$ cat src/rtl/ilut_pkg.sv
`timescale 1ns / 1ps
// ----------------------------------------------------------------------------
// ilut_pkg
// Shared types and constants of the interpolating lookup table.
// ----------------------------------------------------------------------------
package ilut_pkg;

  localparam int TABLE_DEPTH = 1024;
  localparam int TABLE_AW    = $clog2(TABLE_DEPTH);
  localparam int INDEX_W     = 10;
  localparam int DATA_W      = 32;
  localparam int FRAC_W      = 16;
  localparam int CFG_IDX_W   = 2;

  typedef enum logic {
    KIND_WRITE  = 1'b0,
    KIND_LOOKUP = 1'b1
  } kind_e;

  typedef enum logic [1:0] {
    REGION_INSIDE = 2'd0,
    REGION_BELOW  = 2'd1,
    REGION_ABOVE  = 2'd2
  } region_e;

  typedef enum logic [CFG_IDX_W-1:0] {
    CFG_X_MIN    = 2'd0,
    CFG_X_MAX    = 2'd1,
    CFG_INV_DX   = 2'd2,
    CFG_NUM_DIVS = 2'd3
  } cfg_index_e;

  typedef struct packed {
    logic signed [DATA_W-1:0] x_min;
    logic signed [DATA_W-1:0] x_max;
    logic [DATA_W-1:0]        inv_dx;
    logic [INDEX_W-1:0]       num_divs;
    logic [TABLE_AW-1:0]      last;
  } cfg_t;

  typedef struct packed {
    logic                en;
    logic [TABLE_AW-1:0] addr;
    logic [DATA_W-1:0]   data;
  } ram_wr_t;

  typedef struct packed {
    logic              valid;
    region_e           region;
    logic [FRAC_W-1:0] frac;
  } lookup_ctl_t;

  typedef struct packed {
    logic [DATA_W-1:0] y;
    region_e           region;
  } result_t;

endpackage

$ cat src/rtl/ilut_blend.sv
`timescale 1ns / 1ps
// ----------------------------------------------------------------------------
// ilut_blend
// Back stages: linear blend of two neighboring entries with
// round-half-up on the fraction.
// ----------------------------------------------------------------------------
module ilut_blend import ilut_pkg::*; (
  input  logic              clk_i,
  input  logic              rst_ni,
  input  logic              en_i,
  input  lookup_ctl_t       ctl_i,
  input  logic [DATA_W-1:0] a_i,
  input  logic [DATA_W-1:0] b_i,
  output logic              res_valid_o,
  output result_t           res_o
);

  localparam int DIFF_W = DATA_W + 1;
  localparam int PROD_W = DIFF_W + FRAC_W + 1;

  // Stage 4
  logic                     s4_valid_q;
  region_e                  s4_region_q;
  logic [FRAC_W-1:0]        s4_frac_q;
  logic [DATA_W-1:0]        s4_a_q;
  logic signed [DIFF_W-1:0] s4_diff_q;
  logic signed [DIFF_W-1:0] s4_diff_d;

  // Stage 5
  logic                     s5_valid_q;
  region_e                  s5_region_q;
  logic [DATA_W-1:0]        s5_a_q;
  logic signed [PROD_W-1:0] s5_prod_q;
  logic signed [PROD_W-1:0] s5_prod_d;

  // Stage 6
  logic                     s6_valid_q;
  result_t                  s6_res_q;
  logic signed [PROD_W-1:0] rounded;
  logic signed [PROD_W-1:0] shifted;
  logic [DATA_W-1:0]        y_d;

  assign s4_diff_d = $signed({b_i[DATA_W-1], b_i}) - $signed({a_i[DATA_W-1], a_i});
  assign s5_prod_d = s4_diff_q * $signed({1'b0, s4_frac_q});
  assign rounded   = s5_prod_q + (PROD_W'(1) <<< (FRAC_W - 1));
  assign shifted   = rounded >>> FRAC_W;
  assign y_d       = s5_a_q + shifted[DATA_W-1:0];

  always_ff @(posedge clk_i or negedge rst_ni) begin
    if (!rst_ni) begin
      s4_valid_q <= 1'b0;
      s5_valid_q <= 1'b0;
      s6_valid_q <= 1'b0;
    end else if (en_i) begin
      s4_valid_q <= ctl_i.valid;
      s5_valid_q <= s4_valid_q;
      s6_valid_q <= s5_valid_q;
    end
  end

  always_ff @(posedge clk_i) begin
    if (en_i) begin
      s4_region_q <= ctl_i.region;
      s4_frac_q   <= ctl_i.frac;
      s4_a_q      <= a_i;
      s4_diff_q   <= s4_diff_d;

      s5_region_q <= s4_region_q;
      s5_a_q      <= s4_a_q;
      s5_prod_q   <= s5_prod_d;

      s6_res_q.region <= s5_region_q;
      s6_res_q.y      <= y_d;
    end
  end

  assign res_valid_o = s6_valid_q;
  assign res_o       = s6_res_q;

endmodule

$ cat config.mk
export PLATFORM = sky130hd
export DESIGN_NAME = ilut_blend
export DESIGN_NICKNAME = d
export VERILOG_FILES = /design/src/rtl/ilut_pkg.sv /design/src/rtl/ilut_blend.sv
export SDC_FILE = /design/constraint.sdc
export NUM_CORES = 2
export LEC_CHECK = 0
export BUFFER_PORTS_ARGS = -buffer_cell sky130_fd_sc_hd__buf_4
export CELL_PAD_IN_SITES_DETAIL_PLACEMENT = 1
export CELL_PAD_IN_SITES_GLOBAL_PLACEMENT = 1
export CORE_ASPECT_RATIO = 1.75
export CORE_MARGIN = 10
export CORE_UTILIZATION = 55
export DETAILED_ROUTE_END_ITERATION = 10
export PLACE_DENSITY_LB_ADDON = 0.1
export REMOVE_ABC_BUFFERS = 1
export SKIP_LAST_GASP = 1
export SLEW_MARGIN = 15
export SYNTH_ARGS = -nofsm -noshare
export SYNTH_HDL_FRONTEND = slang
export SYNTH_SLANG_ARGS = --single-unit
$ cat constraint.sdc
create_clock -name clk_i -period 12.5 [get_ports clk_i]
set_clock_uncertainty 0.2 [all_clocks]
set_input_delay 1.25 -clock clk_i [delete_from_list [all_inputs] [get_ports clk_i]]
set_output_delay 1.25 -clock clk_i [all_outputs]
set_load 0.005 [all_outputs]
==> impl_metrics.csv <==
group,metric,value,unit
cts,clock_sinks,187,
cts,hold_buffers,0,
sta,setup_viol,0,
route,drtIter0Drc,947,
die,die_y,313,um
synth,ys_top_cells_by_area,"fa_1 37%, edfxtp_1 21%, inv_1 8.7%",
worst_setup_path,cpLargestDelayFamily,"adder cells",
synth,synth_top_area_share,0.365,
synth,synth.avg_cell_area,9.92,um2
worst_setup_path,rrSetupSlack,4.91,ns
route,ant_nets,0,
synth,syn_inst,2710,
grt,grt_overflow_total,0,
final_layout,fillers,5429,
synth,yosys.area_share.simple,0.141,
grt,grt_start_max_net_pins,83,
worst_setup_path,required,12.53,ns
die,core_area,0.0486,mm2
route,avgRoutedWirePerCell,24.0,um
route,dr.pass1.iters,5,
sta,tightest_slew,1.08,ns
final_layout,drive_gt1_frac,0.0690,
synth,synth_adder_area_share,0.447,
final_layout,final_nets,3537,
cts,clockBufferDepth,2,
worst_setup_path,r2r_start,"s4_diff_q[19]",
cts,numCtsBuffers,17,
outcome,status,"finished clean",
sta,clock.fmax,132,MHz
grt,globalRouteTotalUtil,0.293,
worst_setup_path,endpoint_kind,"flip-flop",
worst_setup_path,cp-start-kind,"flip-flop",
sta,hold_viol,0,
hold_path,hp-class,"flip-flop to flip-flop",
synth,synth_area,0.0269,mm2
worst_setup_path,cp_max_fo,16,
synth,synth_flop_cell,"edfxtp_1",
cts,htreeDepth,4,
flow_run,max-cap-violations,0,
cts,cts_resized,0,
synth,ys_seq_area_frac,0.208,
worst_setup_path,r2r-end,"s5_prod_q[47]",
route,drc,0,
synth,synth_top_family_by_area,"adder cells",
worst_setup_path,cpPeakStageDelay,0.92,ns
worst_setup_path,path_buf_inv,3,
hold_path,hp-start,"s4_a_q[11]",
worst_setup_path,worstPathArrival,7.62,ns
sta,fin_crit_sh,0.607,
synth,yosys_warnings,0,
final_layout,area_delta_synth_final,8.11,%
die,ios,121,
hold_path,hold_path_end,"s5_a_q[11]",
sta,slew_violations,0,
route,via_count,19745,
die,initial_core_util,0.553,
cts,cts_setup_buffers,0,
sta,rsz0062_at_grt,"false",
synth,synth.largest_area_cell,"fa_1",
sta,setup-tns-final,0,ns
worst_setup_path,cp_common_cell,"fa_1",
synth,synth-async-reset-ratio,0.0160,
worst_setup_path,worst-setup-path-type,"flip-flop to flip-flop",
grt,grt_pass1_wl,130000,um
route,wl,82900,um
grt,grt_pass1_vias,23811,
synth,synth_xor_area_frac,0.0410,
cts,cts_tree,"done",
cts,cts_root_buffer,"clkbuf_16",
synth,synth.area.mux_share,0.00200,
synth,synth-edff-count,184,
placement,gp_congestion,0.908,
placement,hpwl,64500,um
route,viasPerCell,5.72,
worst_setup_path,cp_slowest_cell,"edfxtp_1",
placement,io_buffers,120,
die,die_area,0.0585,mm2
die,die_w,187,um
worst_setup_path,rr_worst_depth,19,
grt,antenna_found_initial,1,
cts,clkTransAtPathRegs,0.09,ns
synth,synth-compound-area-share,0.0607,
synth,synth_seq_cells,187,
hold_path,holdPathStages,0,
synth,yosysUniqueCellTypes,64,
sta,fin_crit,7.59,ns
worst_setup_path,path_cells,"nand2_1 > fa_1 > fa_1 > fa_1 > inv_1 > fa_1 > fa_1 > inv_1 > fa_1 > inv_1 > ha_1 > a2111oi_2 > o21ai_1 > a221oi_2 > o2111a_1 > nor3_1 > or4_4 > a2111o_1 > o211a_1",
cts,clk_latency,0.48,ns
sta,slew_headroom,0.283,
die,rows,107,
-- stage by stage --
stage	hold slack [ns]	std cells	worst slack, ns	instance area [um2]	util
2_1_floorplan	0.200	2621	5.68	26600	-
3_3_place_gp	0.201	3419	5.11	28500	0.586
3_5_place_dp	0.205	3419	4.98	28500	0.586
4_1_cts	0.218	3451	4.94	29100	0.598
5_1_grt	0.220	3452	4.65	29100	0.598
6_report	0.219	3452	4.91	29100	0.598
-- cell type report --
class	count	area, um2	share of cell area
clock buffer	17	425	0.0146
sequential	187	5600	0.193
antenna	1	2.50	0.0000861
inverter	623	2340	0.0804
clock inverter	15	183	0.00628
multi-input combinational	1811	18600	0.640
tap	654	818	0.0281
timing repair buffer	144	1090	0.0374
-- cells by family after synthesis --
logic type / Yosys count
AOI/OAI and AO/OA: 238
muxes: 5
buffers and inverters: 712
adders and majority gates: 667
xor gates and xnor gates: 126
and+or+nand+nor: 775
DFF: 187
-- state kept, by name, indices dropped and copies added (netlist names) --
| register | cells |
|---|---|
| s4_valid_q | 1 |
| res_o | 34 |
| s4_frac_q | 16 |
| s4_a_q | 32 |
| s4_diff_q | 33 |
| s5_valid_q | 1 |
| s5_prod_q | 33 |
| s5_a_q | 32 |
| s5_region_q | 2 |
| s4_region_q | 2 |
| res_valid_o | 1 |
-- cell usage after synthesis (4+ instances only) --
master	n
nand4_1	13
fa_1	491
o2111ai_1	4
nor3_1	24
a211o_1	8
o211ai_1	6
nor2_1	57
a2111oi_0	8
xor2_1	36
nand2_1	342
nand3_1	34
o21a_1	16
a21o_1	31
clkbuf_1	88
nor2b_1	13
nor4_1	5
xnor2_1	90
a211oi_1	7
inv_1	623
and3_1	25
and2_1	234
a31oi_1	9
a21oi_1	61
o21bai_1	12
a21boi_0	5
o21ai_0	33
nand2b_1	9
or2_2	8
ha_1	176
edfxtp_1	184
-- how the worst max path moves through the flow --
stage / cells after the start / slack [ns] / from / end
after floorplan: 20 / 5.68 / s4_frac_q[2] / s5_prod_q[47]
after global placement: 19 / 5.11 / s4_diff_q[18] / s5_prod_q[47]
after detailed placement: 19 / 4.98 / s4_diff_q[18] / s5_prod_q[47]
after CTS: 19 / 4.94 / s4_diff_q[18] / s5_prod_q[47]
after global routing: 20 / 4.65 / s4_diff_q[18] / s5_prod_q[47]
final: 19 / 4.91 / s4_diff_q[19] / s5_prod_q[47]
-- metal layers --
metal	GRT usage	share of wire	vias up
li1	-	-	8459
met1	0.262	0.31	10258
met2	0.553	0.56	639
met3	0.0399	0.036	389
met4	0.266	0.10	0
met5	0	0	-
-- cells in the final DEF, fill, tap and decap left out, types with 17 or more instances in the layout --
cell type and instances:
xor2_1 36, a21o_1 31, o21ai_0 33, and2_1 234, nand2_1 342, a21oi_1 61
nor2_1 57, inv_1 623, ha_1 176, buf_4 143, clkbuf_16 17, fa_1 491
nor3_1 24, nand3_1 34, edfxtp_1 184, and3_1 25, xnor2_1 90
-- worst register-to-register path, cell delays in order (launching register included) --
cell and delay, ns:
edfxtp_1 0.92, nand2_1 0.20, fa_1 0.54, fa_1 0.51, fa_1 0.56, inv_1 0.06
fa_1 0.50, fa_1 0.50, inv_1 0.05, fa_1 0.48, inv_1 0.04, ha_1 0.37
a2111oi_2 0.33, o21ai_1 0.14, a221oi_2 0.32, o2111a_1 0.39, nor3_1 0.16, or4_4 0.56
a2111o_1 0.37, o211a_1 0.13
Power is not shown: default switching activity piles up to over one toggle a cycle in this logic, so the estimate is an artifact.
