`src/rtl/ilut_pkg.sv`:
```
`timescale 1ns / 1ps
// ----------------------------------------------------------------------------
// ilut_pkg
// Shared types and constants of the interpolating lookup table.
// ----------------------------------------------------------------------------
package ilut_pkg;

  localparam int TABLE_DEPTH = 1024;
  localparam int TABLE_AW    = $clog2(TABLE_DEPTH);
  localparam int INDEX_W     = 10;
  localparam int DATA_W      = 32;
  localparam int FRAC_W      = 16;
  localparam int CFG_IDX_W   = 2;

  typedef enum logic {
    KIND_WRITE  = 1'b0,
    KIND_LOOKUP = 1'b1
  } kind_e;

  typedef enum logic [1:0] {
    REGION_INSIDE = 2'd0,
    REGION_BELOW  = 2'd1,
    REGION_ABOVE  = 2'd2
  } region_e;

  typedef enum logic [CFG_IDX_W-1:0] {
    CFG_X_MIN    = 2'd0,
    CFG_X_MAX    = 2'd1,
    CFG_INV_DX   = 2'd2,
    CFG_NUM_DIVS = 2'd3
  } cfg_index_e;

  typedef struct packed {
    logic signed [DATA_W-1:0] x_min;
    logic signed [DATA_W-1:0] x_max;
    logic [DATA_W-1:0]        inv_dx;
    logic [INDEX_W-1:0]       num_divs;
    logic [TABLE_AW-1:0]      last;
  } cfg_t;

  typedef struct packed {
    logic                en;
    logic [TABLE_AW-1:0] addr;
    logic [DATA_W-1:0]   data;
  } ram_wr_t;

  typedef struct packed {
    logic              valid;
    region_e           region;
    logic [FRAC_W-1:0] frac;
  } lookup_ctl_t;

  typedef struct packed {
    logic [DATA_W-1:0] y;
    region_e           region;
  } result_t;

endpackage

```
`src/rtl/ilut_skid.sv`:
```
`timescale 1ns / 1ps
// ----------------------------------------------------------------------------
// ilut_skid
// Two-entry output buffer that decouples the pipeline from the consumer.
// ----------------------------------------------------------------------------
module ilut_skid import ilut_pkg::*; (
  input  logic    clk_i,
  input  logic    rst_ni,
  input  logic    push_valid_i,
  input  result_t push_data_i,
  output logic    room_o,
  output logic    pop_valid_o,
  input  logic    pop_ready_i,
  output result_t pop_data_o
);

  localparam logic [1:0] SkidDepth = 2'd2;

  logic [1:0] count_q;
  logic [1:0] count_d;
  result_t    head_q;
  result_t    tail_q;
  logic       push;
  logic       pop;

  assign room_o      = (count_q != SkidDepth);
  assign pop_valid_o = (count_q != 2'd0);
  assign pop_data_o  = head_q;
  assign push        = push_valid_i && room_o;
  assign pop         = pop_valid_o && pop_ready_i;

  always_comb begin
    count_d = count_q;
    if (push && !pop) begin
      count_d = count_q + 2'd1;
    end else if (pop && !push) begin
      count_d = count_q - 2'd1;
    end
  end

  always_ff @(posedge clk_i or negedge rst_ni) begin
    if (!rst_ni) begin
      count_q <= 2'd0;
    end else begin
      count_q <= count_d;
    end
  end

  always_ff @(posedge clk_i) begin
    if (pop) begin
      if (push && (count_q == 2'd1)) begin
        head_q <= push_data_i;
      end else begin
        head_q <= tail_q;
      end
    end else if (push) begin
      if (count_q == 2'd0) begin
        head_q <= push_data_i;
      end else begin
        tail_q <= push_data_i;
      end
    end
  end

endmodule

```
`config.mk`:
```
export PLATFORM = sky130hd
export DESIGN_NAME = ilut_skid
export DESIGN_NICKNAME = d
export VERILOG_FILES = /design/src/rtl/ilut_pkg.sv /design/src/rtl/ilut_skid.sv
export SDC_FILE = /design/constraint.sdc
export NUM_CORES = 1
export LEC_CHECK = 0
export ABC_AREA = 1
export BUFFER_PORTS_ARGS = -buffer_cell sky130_fd_sc_hd__buf_2
export CORE_AREA = 2 2 76 78
export CTS_CLUSTER_DIAMETER = 200
export DETAILED_ROUTE_END_ITERATION = 8
export DIE_AREA = 0 0 78 80
export PLACE_DENSITY = 0.84
export SLEW_MARGIN = 10
export SYNTH_ARGS = -nofsm -noshare
export SYNTH_HDL_FRONTEND = slang
export SYNTH_SLANG_ARGS = --single-unit
```
`constraint.sdc`:
```
create_clock -name clk_i -period 4.5 [get_ports clk_i]
set_clock_uncertainty 0.05 [all_clocks]
set_input_delay 0 -clock clk_i [delete_from_list [all_inputs] [get_ports clk_i]]
set_output_delay 0 -clock clk_i [all_outputs]
set_load 0.01 [all_outputs]
```
==> Implementation_results.wiki <==
{| class="wikitable"
! Metric !! Value
|-
| Count of antenna-violating nets left after detailed routing || 0
|-
| Internal power consumption || 1.41 mW
|-
| Count of input and output buffers || 73
|-
| Part of the Yosys area used for sequential elements || 0.756
|-
| Synthesized-area fraction occupied by xor and xnor cells || 0
|-
| Count of different cell masters after synthesis || 15
|-
| Clock transition time at the flip-flop clock pins of the worst setup and hold paths || roughly 0.08 ns
|-
| Ratio of cells with drive above 1 in the final layout || 0.293
|-
| Startpoint Class || register
|-
| Mapped Cells || around 210
|-
| Initial antenna violation count || 0
|-
| Later-pin clock latency in the skew report || 0.33 ns
|-
| Setup repair bufs after CTS || 0
|-
| Worst reg-to-reg setup slack || 2.10 ns
|-
| Placed wire-length estimate after detailed placement || 3200 um
|-
| Growth of design area from synthesis to finish || 33.4%
|-
| Start point of the worst min-delay path || pop_ready_i
|-
| Proportion of power drawn by flip-flops and latches || 0.477
|-
| Final routed wirelength across all metal layers || 5470 um
|-
| Global-route wire length before repair || 8620 um
|-
| Combinational share of power || 0.318
|-
| Worst endpoint required time || 4.45 ns
|-
| Worst-case reg-to-reg path depth || 6
|-
| CTS sink cnt || 70
|-
| Die outline area || 6240 um^2
|-
| Kind of capture point of the worst setup path || register
|-
| Per-instance average area after synthesis || about 13 um^2
|-
| Post-synthesis cell area || 2770 um^2
|-
| DRC violations left || 0
|-
| Via total after detailed routing || 1928
|-
| Worst hold path stage count || 2
|-
| Standby leakage power || between 1.5 and 2 nW
|-
| Die X || approximately 78 um
|-
| Share of total power consumed by net switching || 0.344
|-
| Detail-routed net length per standard cell || 13.7 um
|-
| Final total negative setup slack || 0 ns
|-
| Final period util || 0.533
|-
| Worst-case hold path end point || tail_q[26]$_DFFE_PP_
|-
| Number of hold violations in the final report || 0
|-
| Net switching power of the design || between 0.7 and 0.8 mW
|-
| H-tree depth reported by CTS || 3
|-
| Slew of the pin with the lowest slew margin || 1.06 ns
|-
| Dominant combinational cell family by area after synthesis || simple AND/OR/NAND/NOR gates
|-
| Post-synthesis share of cell area spent on full adders, half adders and majority gates || 0.0136
|-
| Layout Cells excl Fill || 400
|-
| Kind of path behind the tightest hold check || primary input to register
|-
| I/O pins || 74
|-
| Core area || 5410 um^2
|-
| Unrepaired setup endpoints after global routing || no
|-
| Worst reg2reg path startpoint || count_q[0]$_DFFE_PN0P_
|-
| Net count, final || ~360
|-
| Largest net degree at the start of global routing || 40
|-
| CTS Buffer Depth || 2
|-
| Crit Reg-Reg Endpoint || tail_q[18]$_DFFE_PP_
|-
| Synthesized netlist net count || 253
|-
| Mux share of post-synthesis cell area || 0
|-
| Post-synthesis sequential element count || 70
|-
| Pins over their slew limit || 0
|-
| Start-to-end type of the worst setup path || register to register
|-
| Initial DRT Pass Iterations || 4
|-
| Share of synthesized cell area in and, or, nand and nor gates || 0.187
|-
| Diode count || 0
|-
| Clock root cell || sky130_fd_sc_hd__clkbuf_8
|-
| Fmax || 417 MHz
|-
| Power Total || 2.15 mW
|-
| Number of CTS-inserted buffers || 9
|-
| Final min period || about 2.4 ns
|-
| Starting density of the core || 0.512
|-
| Count of warnings emitted by yosys || 0
|-
| Count of maximum capacitance violations || 0
|-
| Highest ir drop seen on vdd || 345 uV
|-
| Portion of total power attributed to the clock network || 0.204
|-
| Critical path data arrival time || 2.35 ns
|-
| Routed vias/inst || 4.82
|-
| Last weighted congestion value of the routability-driven placer || 0.668
|-
| Post-synthesis compound-gate area fraction || 0.00181
|-
| Y dimension of the die || ~80 um
|-
| Number of global-route vias before repair || 1864
|-
| Placement row count || 27
|-
| Number of cells upsized or downsized after cts || 0
|-
| Maximum fanout encountered on the critical timing path || 23
|-
| TritonCTS clock tree || done
|-
| Total track usage || 0.186
|-
| Filler Cell Count || 397
|-
| Violation count after the first detailed-route iteration || 138
|-
| Instance count after placement with tap cells included || 348
|-
| Pwr per Cell Area || 582 nW/um^2
|-
| # setup viols final || 0
|-
| Run status || complete, no violations
|-
| Total congestion overflow || 0
|-
| Remaining max-slew budget at the tightest pin || 0.289
|}
how the worst max path moves through the flow:
stage / from / end / slack [ns]
6_report: count_q[0]$_DFFE_PN0P_ / tail_q[18]$_DFFE_PP_ / 2.10
5_1_grt: count_q[0]$_DFFE_PN0P_ / tail_q[20]$_DFFE_PP_ / 1.88
4_1_cts: count_q[0]$_DFFE_PN0P_ / tail_q[20]$_DFFE_PP_ / 2.04
3_5_place_dp: count_q[0]$_DFFE_PN0P_ / tail_q[17]$_DFFE_PP_ / 2.07
3_3_place_gp: count_q[0]$_DFFE_PN0P_ / tail_q[15]$_DFFE_PP_ / 2.18
2_1_floorplan: count_q[0]$_DFFE_PN0P_ / pop_data_o[0]$_DFFE_PP_ / 0.72
layout make-up:
cell class | instances | area (um^2) | area share
clock inverter | 7 | 50.0 | 0.0135
sequential | 70 | 2090 | 0.566
multi-input combinational | 124 | 576 | 0.156
inverter | 8 | 30.0 | 0.00813
tap | 72 | 90.1 | 0.0244
timing repair buffer | 110 | 733 | 0.198
clock buffer | 9 | 124 | 0.0335
synthesized netlist by cell type:
master | n | area (um^2)
sky130_fd_sc_hd__buf_2 | 4 | 20.0
sky130_fd_sc_hd__buf_6 | 6 | 67.6
sky130_fd_sc_hd__dfrtp_1 | 2 | 50.1
sky130_fd_sc_hd__edfxtp_1 | 68 | 2040
sky130_fd_sc_hd__ha_1 | 3 | 37.5
sky130_fd_sc_hd__inv_1 | 7 | 26.3
sky130_fd_sc_hd__inv_2 | 1 | 3.75
sky130_fd_sc_hd__nand2_1 | 78 | 293
sky130_fd_sc_hd__nand2_2 | 2 | 12.5
sky130_fd_sc_hd__nand2_4 | 1 | 11.3
sky130_fd_sc_hd__nand3_1 | 36 | 180
sky130_fd_sc_hd__nor2_1 | 1 | 3.75
sky130_fd_sc_hd__nor2_4 | 1 | 11.3
sky130_fd_sc_hd__nor3_1 | 1 | 5.00
sky130_fd_sc_hd__o21ai_0 | 1 | 5.00
cell families after synthesis:
group,Yosys count
buf+inv,18
flops,70
fa+ha+maj,3
simple gates,120
compound gates,1
flip-flops by register name, summed over array words and instances, names as in the netlist:
name and count:
pop_data_o 34, tail_q 34, count_q 2
metal layers:
layer / routed length, um / part of all wire / up-vias / GRT usage
met3: 304 / 0.056 / 4 / 0.0509
met4: 61 / 0.011 / 0 / 0.0754
met1: 2110 / 0.39 / 884 / 0.217
met2: 2990 / 0.55 / 81 / 0.325
met5: 0 / 0 / - / 0
li1: - / - / 959 / -
layout by cell type (no fill, tap or decap), types with 2 or more instances in the layout:
master	count
sky130_fd_sc_hd__buf_2	73
sky130_fd_sc_hd__clkbuf_8	9
sky130_fd_sc_hd__clkinvlp_4	5
sky130_fd_sc_hd__dfrtp_1	2
sky130_fd_sc_hd__dlygate4sd3_1	36
sky130_fd_sc_hd__edfxtp_1	68
sky130_fd_sc_hd__ha_1	3
sky130_fd_sc_hd__inv_1	7
sky130_fd_sc_hd__nand2_1	78
sky130_fd_sc_hd__nand2_2	2
sky130_fd_sc_hd__nand3_1	36
through the flow:
| step | hold slack [ns] | util | instance area [um^2] | worst slack [ns] |
|---|---|---|---|---|
| 3_5_place_dp | -0.261 | 0.585 | 3160 | 2.07 |
| 4_1_cts | 0.0640 | 0.684 | 3690 | 2.04 |
| 6_report | 0.0714 | 0.684 | 3690 | 2.10 |
| 2_1_floorplan | -0.346 | - | 2770 | 0.720 |
| 5_1_grt | 0.0681 | 0.684 | 3690 | 1.88 |
| 3_3_place_gp | -0.264 | 0.585 | 3160 | 2.18 |
power groups by stage:
stage | clock, mW | sequential [mW] | combinational, mW
6_report | 0.439 | 1.03 | 0.684
5_1_grt | 0.479 | 1.04 | 0.767
4_1_cts | 0.449 | 1.03 | 0.693
3_5_place_dp | 0 | 1.04 | 0.668
3_3_place_gp | 0 | 1.04 | 0.639
2_1_floorplan | 0 | 1.12 | 0.394
critical path, stage by stage (launching register included):
cell	delay, ns
sky130_fd_sc_hd__dfrtp_1	0.38
sky130_fd_sc_hd__inv_1	0.08
sky130_fd_sc_hd__ha_1	0.21
sky130_fd_sc_hd__inv_1	0.07
sky130_fd_sc_hd__nand2_1	0.13
sky130_fd_sc_hd__nor3_2	0.72
sky130_fd_sc_hd__buf_4	0.44
repair_timing:
action | 4_1_cts | 5_1_grt
setup endpoints to repair | 0 | 0
hold endpoints to repair | 70 | 0
hold buffers | 36 | 0
No activity file was read; power rests on OpenSTA's default activity.
