**config.mk**
```make
export PLATFORM = sky130hd
export DESIGN_NAME = ilut_index
export DESIGN_NICKNAME = d
export VERILOG_FILES = /design/src/rtl/ilut_pkg.sv /design/src/rtl/ilut_index.sv
export SDC_FILE = /design/constraint.sdc
export NUM_CORES = 2
export LEC_CHECK = 0
export ABC_AREA = 1
export BUFFER_PORTS_ARGS = -buffer_cell sky130_fd_sc_hd__buf_2
export CORE_ASPECT_RATIO = 0.5
export CORE_UTILIZATION = 37
export CTS_BUF_LIST = sky130_fd_sc_hd__clkbuf_4
export CTS_CLUSTER_SIZE = 25
export DETAILED_ROUTE_END_ITERATION = 8
export GPL_ROUTABILITY_DRIVEN = 0
export GPL_TIMING_DRIVEN = 1
export PLACE_DENSITY = 0.57
export RECOVER_POWER = 100
export SLEW_MARGIN = 0
export SYNTH_ARGS = -nofsm -noshare
export SYNTH_HDL_FRONTEND = slang
export SYNTH_SLANG_ARGS = --single-unit
```
**constraint.sdc**
```tcl
create_clock -name clk_i -period 7.76 [get_ports clk_i]
set_input_delay 1.552 -clock clk_i [delete_from_list [all_inputs] [get_ports clk_i]]
set_output_delay 1.552 -clock clk_i [all_outputs]
set_load 0.05 [all_outputs]
```
**src/rtl/ilut_pkg.sv**
```systemverilog
`timescale 1ns / 1ps
// ----------------------------------------------------------------------------
// ilut_pkg
// Shared types and constants of the interpolating lookup table.
// ----------------------------------------------------------------------------
package ilut_pkg;

  localparam int TABLE_DEPTH = 1024;
  localparam int TABLE_AW    = $clog2(TABLE_DEPTH);
  localparam int INDEX_W     = 10;
  localparam int DATA_W      = 32;
  localparam int FRAC_W      = 16;
  localparam int CFG_IDX_W   = 2;

  typedef enum logic {
    KIND_WRITE  = 1'b0,
    KIND_LOOKUP = 1'b1
  } kind_e;

  typedef enum logic [1:0] {
    REGION_INSIDE = 2'd0,
    REGION_BELOW  = 2'd1,
    REGION_ABOVE  = 2'd2
  } region_e;

  typedef enum logic [CFG_IDX_W-1:0] {
    CFG_X_MIN    = 2'd0,
    CFG_X_MAX    = 2'd1,
    CFG_INV_DX   = 2'd2,
    CFG_NUM_DIVS = 2'd3
  } cfg_index_e;

  typedef struct packed {
    logic signed [DATA_W-1:0] x_min;
    logic signed [DATA_W-1:0] x_max;
    logic [DATA_W-1:0]        inv_dx;
    logic [INDEX_W-1:0]       num_divs;
    logic [TABLE_AW-1:0]      last;
  } cfg_t;

  typedef struct packed {
    logic                en;
    logic [TABLE_AW-1:0] addr;
    logic [DATA_W-1:0]   data;
  } ram_wr_t;

  typedef struct packed {
    logic              valid;
    region_e           region;
    logic [FRAC_W-1:0] frac;
  } lookup_ctl_t;

  typedef struct packed {
    logic [DATA_W-1:0] y;
    region_e           region;
  } result_t;

endpackage

```
**src/rtl/ilut_index.sv**
```systemverilog
`timescale 1ns / 1ps
// ----------------------------------------------------------------------------
// ilut_index
// Front stages: domain check, scaling multiply, entry address generation
// and table write.
// ----------------------------------------------------------------------------
module ilut_index import ilut_pkg::*; (
  input  logic                     clk_i,
  input  logic                     rst_ni,
  input  logic                     en_i,
  input  logic                     in_valid_i,
  input  logic                     kind_i,
  input  logic [INDEX_W-1:0]       entry_index_i,
  input  logic signed [DATA_W-1:0] entry_value_i,
  input  logic signed [DATA_W-1:0] x_i,
  input  cfg_t                     cfg_i,
  output ram_wr_t                  wr_o,
  output logic [TABLE_AW-1:0]      rd_addr_a_o,
  output logic [TABLE_AW-1:0]      rd_addr_b_o,
  output lookup_ctl_t              ctl_o
);

  // Stage 1
  logic               s1_valid_q;
  kind_e              s1_kind_q;
  logic [INDEX_W-1:0] s1_index_q;
  logic [DATA_W-1:0]  s1_value_q;
  region_e            s1_region_q;
  logic [DATA_W-1:0]  s1_diff_q;
  region_e            s1_region_d;
  logic [DATA_W-1:0]  s1_diff_d;

  // Stage 2
  logic               s2_valid_q;
  kind_e              s2_kind_q;
  logic [INDEX_W-1:0] s2_index_q;
  logic [DATA_W-1:0]  s2_value_q;
  region_e            s2_region_q;
  logic [DATA_W-1:0]  s2_idx_q;
  logic [FRAC_W-1:0]  s2_frac_q;
  logic [2*DATA_W-1:0] s2_prod_d;

  // Stage 3
  lookup_ctl_t         ctl_q;
  lookup_ctl_t         ctl_d;
  logic                flat;
  logic [TABLE_AW-1:0] addr_a;

  always_comb begin
    s1_diff_d = DATA_W'(x_i - cfg_i.x_min);
    if (x_i <= cfg_i.x_min) begin
      s1_region_d = REGION_BELOW;
    end else if (x_i >= cfg_i.x_max) begin
      s1_region_d = REGION_ABOVE;
    end else begin
      s1_region_d = REGION_INSIDE;
    end
  end

  always_ff @(posedge clk_i or negedge rst_ni) begin
    if (!rst_ni) begin
      s1_valid_q <= 1'b0;
      s2_valid_q <= 1'b0;
      ctl_q      <= '0;
    end else if (en_i) begin
      s1_valid_q <= in_valid_i;
      s2_valid_q <= s1_valid_q;
      ctl_q      <= ctl_d;
    end
  end

  assign s2_prod_d = (2*DATA_W)'(s1_diff_q) * (2*DATA_W)'(cfg_i.inv_dx);

  always_ff @(posedge clk_i) begin
    if (en_i) begin
      s1_kind_q   <= kind_e'(kind_i);
      s1_index_q  <= entry_index_i;
      s1_value_q  <= entry_value_i;
      s1_region_q <= s1_region_d;
      s1_diff_q   <= s1_diff_d;

      s2_kind_q   <= s1_kind_q;
      s2_index_q  <= s1_index_q;
      s2_value_q  <= s1_value_q;
      s2_region_q <= s1_region_q;
      s2_idx_q    <= s2_prod_d[2*DATA_W-1:DATA_W];
      s2_frac_q   <= s2_prod_d[DATA_W-1:DATA_W-FRAC_W];
    end
  end

  always_comb begin
    flat = (s2_region_q != REGION_INSIDE)
        || (s2_idx_q >= DATA_W'(cfg_i.num_divs))
        || (s2_idx_q >= DATA_W'(cfg_i.last));
    if (s2_region_q == REGION_BELOW) begin
      addr_a = '0;
    end else if (flat) begin
      addr_a = cfg_i.last;
    end else begin
      addr_a = TABLE_AW'(s2_idx_q);
    end
    ctl_d.valid  = s2_valid_q && (s2_kind_q == KIND_LOOKUP);
    ctl_d.region = s2_region_q;
    ctl_d.frac   = flat ? '0 : s2_frac_q;
  end

  assign rd_addr_a_o = addr_a;
  assign rd_addr_b_o = flat ? addr_a : addr_a + TABLE_AW'(1);

  assign wr_o.en   = en_i && s2_valid_q && (s2_kind_q == KIND_WRITE)
                  && (32'(s2_index_q) < 32'(TABLE_DEPTH));
  assign wr_o.addr = TABLE_AW'(s2_index_q);
  assign wr_o.data = s2_value_q;

  assign ctl_o = ctl_q;

endmodule

```
==> flow_summary_export.csv <==
group,metric,value,unit
status,outcome,"complete, but fails checks",
status,violations,"max-capacitance violations, max-slew violations",
timing,clock.fmax,132.0,MHz
critical_path,crit_path_max_incr_delay,0.56,ns
clock_tree,post-cts-setup-buffer-count,0,
clock_tree,cts_tree,"built",
synth,synth_top_area_share,0.4029,
routing,drt-wirelength-per-cell,16.87,um
global_route,grt_max_degree,78,
timing,fin_crit,7.578,ns
synth,synth_top_family_by_area,"adder cells",
layout,seqCellArea,5630,sq um
synth,synth_top_area_cell,"fa_1",
synth,ys_top_cells_by_area,"fa_1 (40%), inv_1 (15%), nand2_1 (12%), edfxtp_1 (11%), ha_1 (9.7%)",
timing,hold_viol,0,
critical_path,cpMostUsedCell,"fa_1",
synth,synth_compound_area_frac,0.04269,
timing,finalSetupViolCount,0,
synth,synthesis.nets,6950,
routing,drtAntennaViolNets,0,
die,rows,89,
routing,wl_met2,55.64,mm
synth,synthSimpleGateAreaFrac,0.1510,
synth,syn_inst,5514,
synth,synth_mux_area_frac,0,
die,start_util,0.3754,
routing,highest_layer,"met5",
clock_tree,clk_pin_slew,0.20,ns
timing,whs,0.4346,ns
layout,final_common_cell,"inv_1",
timing,finalMaxSlewViolations,196,
routing,wl_met1,62.25,mm
critical_path,setup.worst_path.start_class,"primary input",
die,chipHeight,247.3,um
die,die_w,492.6,um
synth,ys_warn_count,0,
layout,nNetsFinal,7407,
routing,wl_met3,8.758,mm
clock_tree,cts_root_buf,"clkbuf_4",
critical_path,crit_fanout,13,
synth,synth.distinct_cells,46,
critical_path,crit_type,"primary input to flip-flop",
clock_tree,htreeDepth,4,
synth,yosysSeqAreaShare,0.1265,
critical_path,r2r_setup_slack,0.34,ns
timing,fin_skew,0.05693,ns
clock_tree,clock_path_buffers,2,
layout,drive_gt1_frac,0.09993,
layout,fill_cells,12060,
die,die_area,121800,sq um
clock_tree,clkSinkCount,191,
global_route,antenna_found_initial,7,
layout,design_area,50350,sq um
clock_tree,cts-buffers-inserted,17,
routing,via_count,34930,
synth,synthXorXnorAreaFrac,0.01338,
clock_tree,clock_latency,0.78,ns
critical_path,critical_path_required,8.36,ns
synth,async_flop_share,0.1099,
synth,ys.flop_type,"edfxtp_1",
routing,firstDrtPassIters,9,
die,pin_count,277,
die,core_region_area,118600,sq um
layout,final_util,0.4245,
global_route,grt.total_usage,0.2183,
synth,synth-edff-count,170,
routing,via_per_inst,4.608,
global_route,grt_overflow_total,0,
synth,synthAdderAreaFrac,0.4998,
synth,netlist_area,44520,sq um
global_route,grt_pass1_wl,204.8,mm
timing,layout_worst_path_cycle_share,0.9766,
timing,tightest_slew,4.076,ns
layout,multi_input_area,31440,sq um
global_route,first_global_vias,36700,
layout,final_cell_mix,"inv_1 (1,770), nand2_1 (1,383), fa_1 (896), ha_1 (345), buf_4 (317)",
clock_tree,hold_buffers,0,
job,drv_cap,3,
hold_path,hold_path.class,"flip-flop to flip-flop",
synth,ys_seq_elements,191,
timing,slew_headroom,-1.718,
layout,syn_to_final_growth,13.08,%
placement,port_buffers,276,
routing,first_iter_violations,2564,
critical_path,cp_slowest_cell,"fa_1",
placement,dp_hpwl,110.9,mm
placement,dpl_cell_area,50210,sq um
critical_path,cp-end-kind,"flip-flop",
routing,drc,0,
timing,rsz0062_at_grt,"no",
synth,syn_area_per_cell,8.074,sq um
routing,wl,127.9,mm
critical_path,arrival,8.18,ns
==> registers in the layout, indices dropped and copies added (netlist names) <==
| name | cells |
|---|---|
| s2_valid_q | 1 |
| s2_kind_q | 1 |
| ctl_o | 19 |
| s1_diff_q | 32 |
| s2_index_q | 10 |
| s2_frac_q | 16 |
| s2_region_q | 2 |
| s2_idx_q | 32 |
| s1_valid_q | 1 |
| s1_kind_q | 1 |
| s2_value_q | 32 |
| s1_region_q | 2 |
| s1_index_q | 10 |
| s1_value_q | 32 |
==> synth_stat cells (5+ instances only) <==
library cell and number:
a21boi_0 5, nor2_1 190, nand4_1 20, o21bai_1 16, o21ai_0 80, xor2_1 48, o21a_1 14, o21ai_1 15
a31oi_1 20, nor4_1 10, fa_1 896, nand3_1 67, a21o_1 15, inv_1 1770, dfrtp_1 21, ha_1 345
edfxtp_1 170, nor3_1 14, a21oi_1 148, clkbuf_1 197, nand2_1 1383, xnor2_1 20
==> cells by family (layout without fill, tap and decap cells) <==
logic type               Yosys count  after routing
AO/OA/AOI/OAI                    334            334
XOR/XNOR                          68             68
adder cells (fa/ha/maj)         1241           1241
buffers and inverters           1971           2441
flip-flops                       191            191
other                              0              4
AND/OR/NAND/NOR                 1709           1709
==> stage by stage <==
stage | cells | setup TNS, ns | worst slack (ns)
6_report | 7580 | 0 | 0.1819
5_1_grt | 7580 | 0 | 0.01535
4_1_cts | 7576 | 0 | 0.3128
3_5_place_dp | 7544 | -18.11 | -0.6095
3_3_place_gp | 7544 | -14.82 | -0.4963
2_1_floorplan | 5514 | 0 | 0.02285
==> final timing paths <==
kind / from / end / cells after the start
worst min-delay path: s1_value_q[29]$_DFFE_PP_ / s2_value_q[29]$_DFFE_PP_ / 0
worst max-delay path: cfg_i[25] / s2_frac_q[12]$_DFFE_PP_ / 27
min in group asynchronous: rst_ni / s1_valid_q$_DFFE_PN0P_ / 1
worst min register to register: s1_value_q[29]$_DFFE_PP_ / s2_value_q[29]$_DFFE_PP_ / 0
max in group asynchronous: rst_ni / ctl_o[1]$_DFFE_PN0P_ / 1
worst max register to register: s1_diff_q[20]$_DFFE_PP_ / s2_idx_q[31]$_DFFE_PP_ / 25
==> timing repair <==
action,4_1_cts,5_1_grt
setup endpoints to repair,0,2
endpoints found under the hold margin,0,0
gates resized for setup,0,1
==> critical path, delay by kind of cell <==
family,cells,cell delay [ns]
xor gates and xnor gates,1,0.13
adders and majority gates,9,4.26
and+or+nand+nor,6,0.71
AOI/OAI and AO/OA,1,0.19
buffers and inverters,10,1.31
==> metal layers <==
layer,GRT usage,up-vias
li1,-,16630
met1,0.3205,17160
met2,0.3444,1060
met3,0.03537,88
met4,0.02950,2
met5,0,-
==> layout make-up <==
| cell class | instances | share of cell area |
|---|---|---|
| diodes | 4 | 0.0001988 |
| multi-input cells | 3352 | 0.6244 |
| repair buffers | 639 | 0.08576 |
| clock buffers | 17 | 0.002535 |
| inverters | 1770 | 0.1320 |
| clock inverters | 15 | 0.003777 |
| well taps | 1592 | 0.03956 |
| flip-flops and latches | 191 | 0.1118 |
Power is not shown: default switching activity piles up to over one toggle a cycle in this logic, so the estimate is an artifact.
